==> src/rtl/cdir_ram.sv <==
module cdir_ram #(
	parameter int WIDTH = 8,
	parameter int DEPTH = 16,
	localparam int AW = (DEPTH > 1) ? $clog2(DEPTH) : 1
) (
	input  logic             clk,
	input  logic             we,
	input  logic [AW-1:0]    waddr,
	input  logic [WIDTH-1:0] wdata,
	input  logic             re,
	input  logic [AW-1:0]    raddr,
	output logic [WIDTH-1:0] rdata
);

	logic [WIDTH-1:0] mem_q [DEPTH];

	always_ff @(posedge clk) begin
		if (we) begin
			mem_q[waddr] <= wdata;
		end
		if (re) begin
			rdata <= mem_q[raddr];
		end
	end

endmodule

==> config.mk <==
export PLATFORM = sky130hd
export DESIGN_NAME = cdir_ram
export DESIGN_NICKNAME = d
export VERILOG_FILES = /design/src/rtl/cdir_ram.sv
export SDC_FILE = /design/constraint.sdc
export NUM_CORES = 1
export LEC_CHECK = 0
export BUFFER_PORTS_ARGS = -buffer_cell sky130_fd_sc_hd__buf_4
export CAP_MARGIN = 15
export CELL_PAD_IN_SITES_DETAIL_PLACEMENT = 1
export CELL_PAD_IN_SITES_GLOBAL_PLACEMENT = 2
export CORE_MARGIN = 4
export CORE_UTILIZATION = 30
export CTS_CLUSTER_DIAMETER = 100
export DETAILED_ROUTE_END_ITERATION = 12
export PLACE_DENSITY_LB_ADDON = 0.25
export REMOVE_ABC_BUFFERS = 1
export SKIP_CTS_REPAIR_TIMING = 1
export SLEW_MARGIN = 20
export SYNTH_ARGS = -nofsm -noshare
export SYNTH_HDL_FRONTEND = slang
export SYNTH_SLANG_ARGS = --single-unit
==> constraint.sdc <==
create_clock -name clk -period 2.5 [get_ports clk]
set_input_delay 0.5 -clock clk [delete_from_list [all_inputs] [get_ports clk]]
set_output_delay 0.5 -clock clk [all_outputs]
set_load 0.1 [all_outputs]
==> flow_metrics.py <==
metrics = {
    "status": {
        "status": "finished, final reports clean",
    },
    "worst_hold_path": {
        "hold_path.class": "in2reg",
    },
    "critical_path": {
        "cp.arrival_ns": 1.89,
        "cp_max_fo": 20,
        "worst_ep_required_time_ns": 2.67,
        "worstSetupPathType": "in2reg",
        "end_kind": "flop",
        "cp-start-kind": "input pin",
    },
    "clocking": {
        "cts_tree": "done",
        "clock_sinks": 136,
        "cts_buffers": 17,
        "root_buffer": "clkbuf_16",
        "clockBufferDepth": 2,
        "clk_latency_ns": 0.41,
        "path_clk_slew_ns": 0.06,
        "cts.htree.levels": 4,
    },
    "job": {
        "maxCapViolCount": 0,
    },
    "timing": {
        "min_period_ns": 1.72,
        "timing.final.crit_share_pct": 68.8,
        "slew_headroom_pct": 68.9,
        "setup_viol": 0,
        "fin_worst_skew_ns": 0.00581,
        "rsz0062_at_grt": "no",
        "worstMarginPinSlew_ns": 0.466,
        "finalHoldViolations": 0,
        "fmax_mhz": 581,
        "slew_violations": 0,
        "setup_tns_ns": 0,
    },
    "yosys": {
        "yosysWarnings": 0,
        "syn_area_per_cell_sq_um": 22.8,
        "synthesis.area_sq_mm": 0.00523,
        "ys_seq_elements": 136,
        "ys_types": 18,
        "netlist_instances": 229,
        "yosysSeqAreaShare_pct": 78.1,
    },
    "layout": {
        "drive_above_1_share_pct": 32.7,
        "regArea_sq_mm": 0.00408,
        "fin_util_pct": 38.0,
        "nets": 303,
        "fin_cells": 522,
        "nFillCells": 1700,
        "diodes": 0,
        "multiInputGateArea_sq_mm": 0.00106,
        "area_delta_synth_final_pct": 24.9,
    },
    "placed_design": {
        "io_buffer_count": 26,
        "gp_congestion": 0.680,
        "detailed_place_hpwl_mm": 7.42,
        "place_inst": 490,
    },
    "detailed_routing": {
        "top_layer_used": "met4",
        "vias": 2488,
        "wl_met2_mm": 5.68,
        "drt-met1-wl_mm": 5.61,
        "wl_per_cell_um": 22.6,
        "viasPerCell": 4.77,
        "firstDrtPassIters": 5,
        "drt_iter0_drc": 205,
        "drtAntennaViolNets": 0,
        "dr_wl_met3_um": 383,
        "routed_wl_mm": 11.8,
        "drc_errors": 0,
    },
    "die": {
        "core_area_sq_mm": 0.0172,
        "fp.dieArea_sq_mm": 0.0196,
        "fp.dieH_um": 140,
        "std_cell_rows": 48,
        "io_pins": 27,
        "die_x_um": 140,
        "start_util_pct": 30.4,
    },
    "power": {
        "p_per_area_mw_per_mm2": 924,
        "finalPower_w": 0.00603,
        "power.leakage_nw": 2.20,
        "max-vdd-ir-drop_v": 0.000504,
    },
    "grt": {
        "grt.total_usage_pct": 13.0,
        "gr-total-overflow": 0,
        "grt_pass1_vias": 2756,
        "grt_start_max_net_pins": 28,
        "grt_pass1_wl_mm": 18.1,
        "antenna_found_initial": 0,
    },
}
==> layout make-up <==
class / instances / area share [%]
timing repair buffer: 46 / 5.48
sequential: 136 / 62.6
multi-input combinational: 83 / 16.2
clock buffer: 17 / 6.52
tap: 225 / 4.31
clock inverter: 15 / 4.93
==> cell families after synthesis <==
group,synth area share [%]
AO/OA/AOI/OAI,2.30
buffers and inverters,1.65
flip-flops,78.1
multiplexers,14.8
AND/OR/NAND/NOR,3.14
==> sequential cells by signal (all words and copies together) (netlist names) <==
register / flops
mem_q: 128
rdata: 8
==> cells in the mapped netlist <==
library cell,instances,area [sq um]
a22oi_1,16,120
and2_1,1,6.26
and2b_1,1,7.51
buf_2,3,15.0
buf_4,1,7.51
buf_6,3,33.8
clkdlybuf4s25_2,3,30.0
edfxtp_1,136,4080
mux4_1,14,368
mux4_2,18,405
nand2_1,9,33.8
nand2b_1,2,12.5
nand3_1,1,5.00
nand3b_1,2,15.0
nor2_1,13,48.8
nor2b_1,1,6.26
nor3_1,4,20.0
or3b_2,1,8.76
==> layer usage <==
layer  up-vias  GRT usage (%)
met5         -              0
met1      1336           18.2
met4         0           4.59
met2        51           19.6
met3        11           3.52
li1       1090              -
==> layout by cell type, fill, tap and decap left out <==
cell type	synthesis	final
clkbuf_16	0	17
nand2_1	9	9
nor2b_1	1	1
nand3b_1	2	2
clkinvlp_4	0	1
buf_12	0	1
a22oi_1	16	16
nand2b_1	2	2
mux4_2	18	18
nand3_1	1	1
bufinv_16	0	9
and2b_1	1	1
nor2_1	13	13
clkinv_4	0	4
and2_1	1	1
nor3_1	4	4
buf_4	1	45
mux4_1	14	14
or3b_2	1	1
edfxtp_1	136	136
inv_6	0	1
==> where the power goes <==
group | internal [W] | total, W | switching, W
combinational | 0.000114 | 0.000333 | 0.000219
clock | 0.00218 | 0.00312 | 0.000937
sequential | 0.00257 | 0.00258 | 0.0000134
total | 0.00486 | 0.00603 | 0.00117
==> final timing paths <==
path | to | depth (start not counted) | slack, ns | startpoint
setup / recovery | rdata[5]$_DFFE_PP_ | 5 | 0.78 | raddr[0]
hold / removal | mem_q[11][7]$_DFFE_PP_ | 1 | 0.39 | wdata[7]
setup reg to reg | rdata[1]$_DFFE_PP_ | 3 | 0.90 | mem_q[1][1]$_DFFE_PP_
hold reg to reg | rdata[2]$_DFFE_PP_ | 3 | 0.75 | mem_q[15][2]$_DFFE_PP_
==> critical path: stages <==
cell and delay (ns):
buf_4 0.25, buf_12 0.24, mux4_1 0.58, a22oi_1 0.22, nand2_1 0.08
==> per-stage QoR <==
step,hold slack [ns],cell area (sq um),setup slack (ns)
after floorplan,0.599,5140,0.507
after global placement,0.727,5780,0.314
after detailed placement,0.739,5780,0.304
after CTS,0.376,6530,0.751
after global routing,0.391,6530,0.686
final,0.393,6530,0.780
No activity file was read; power rests on OpenSTA's default activity.
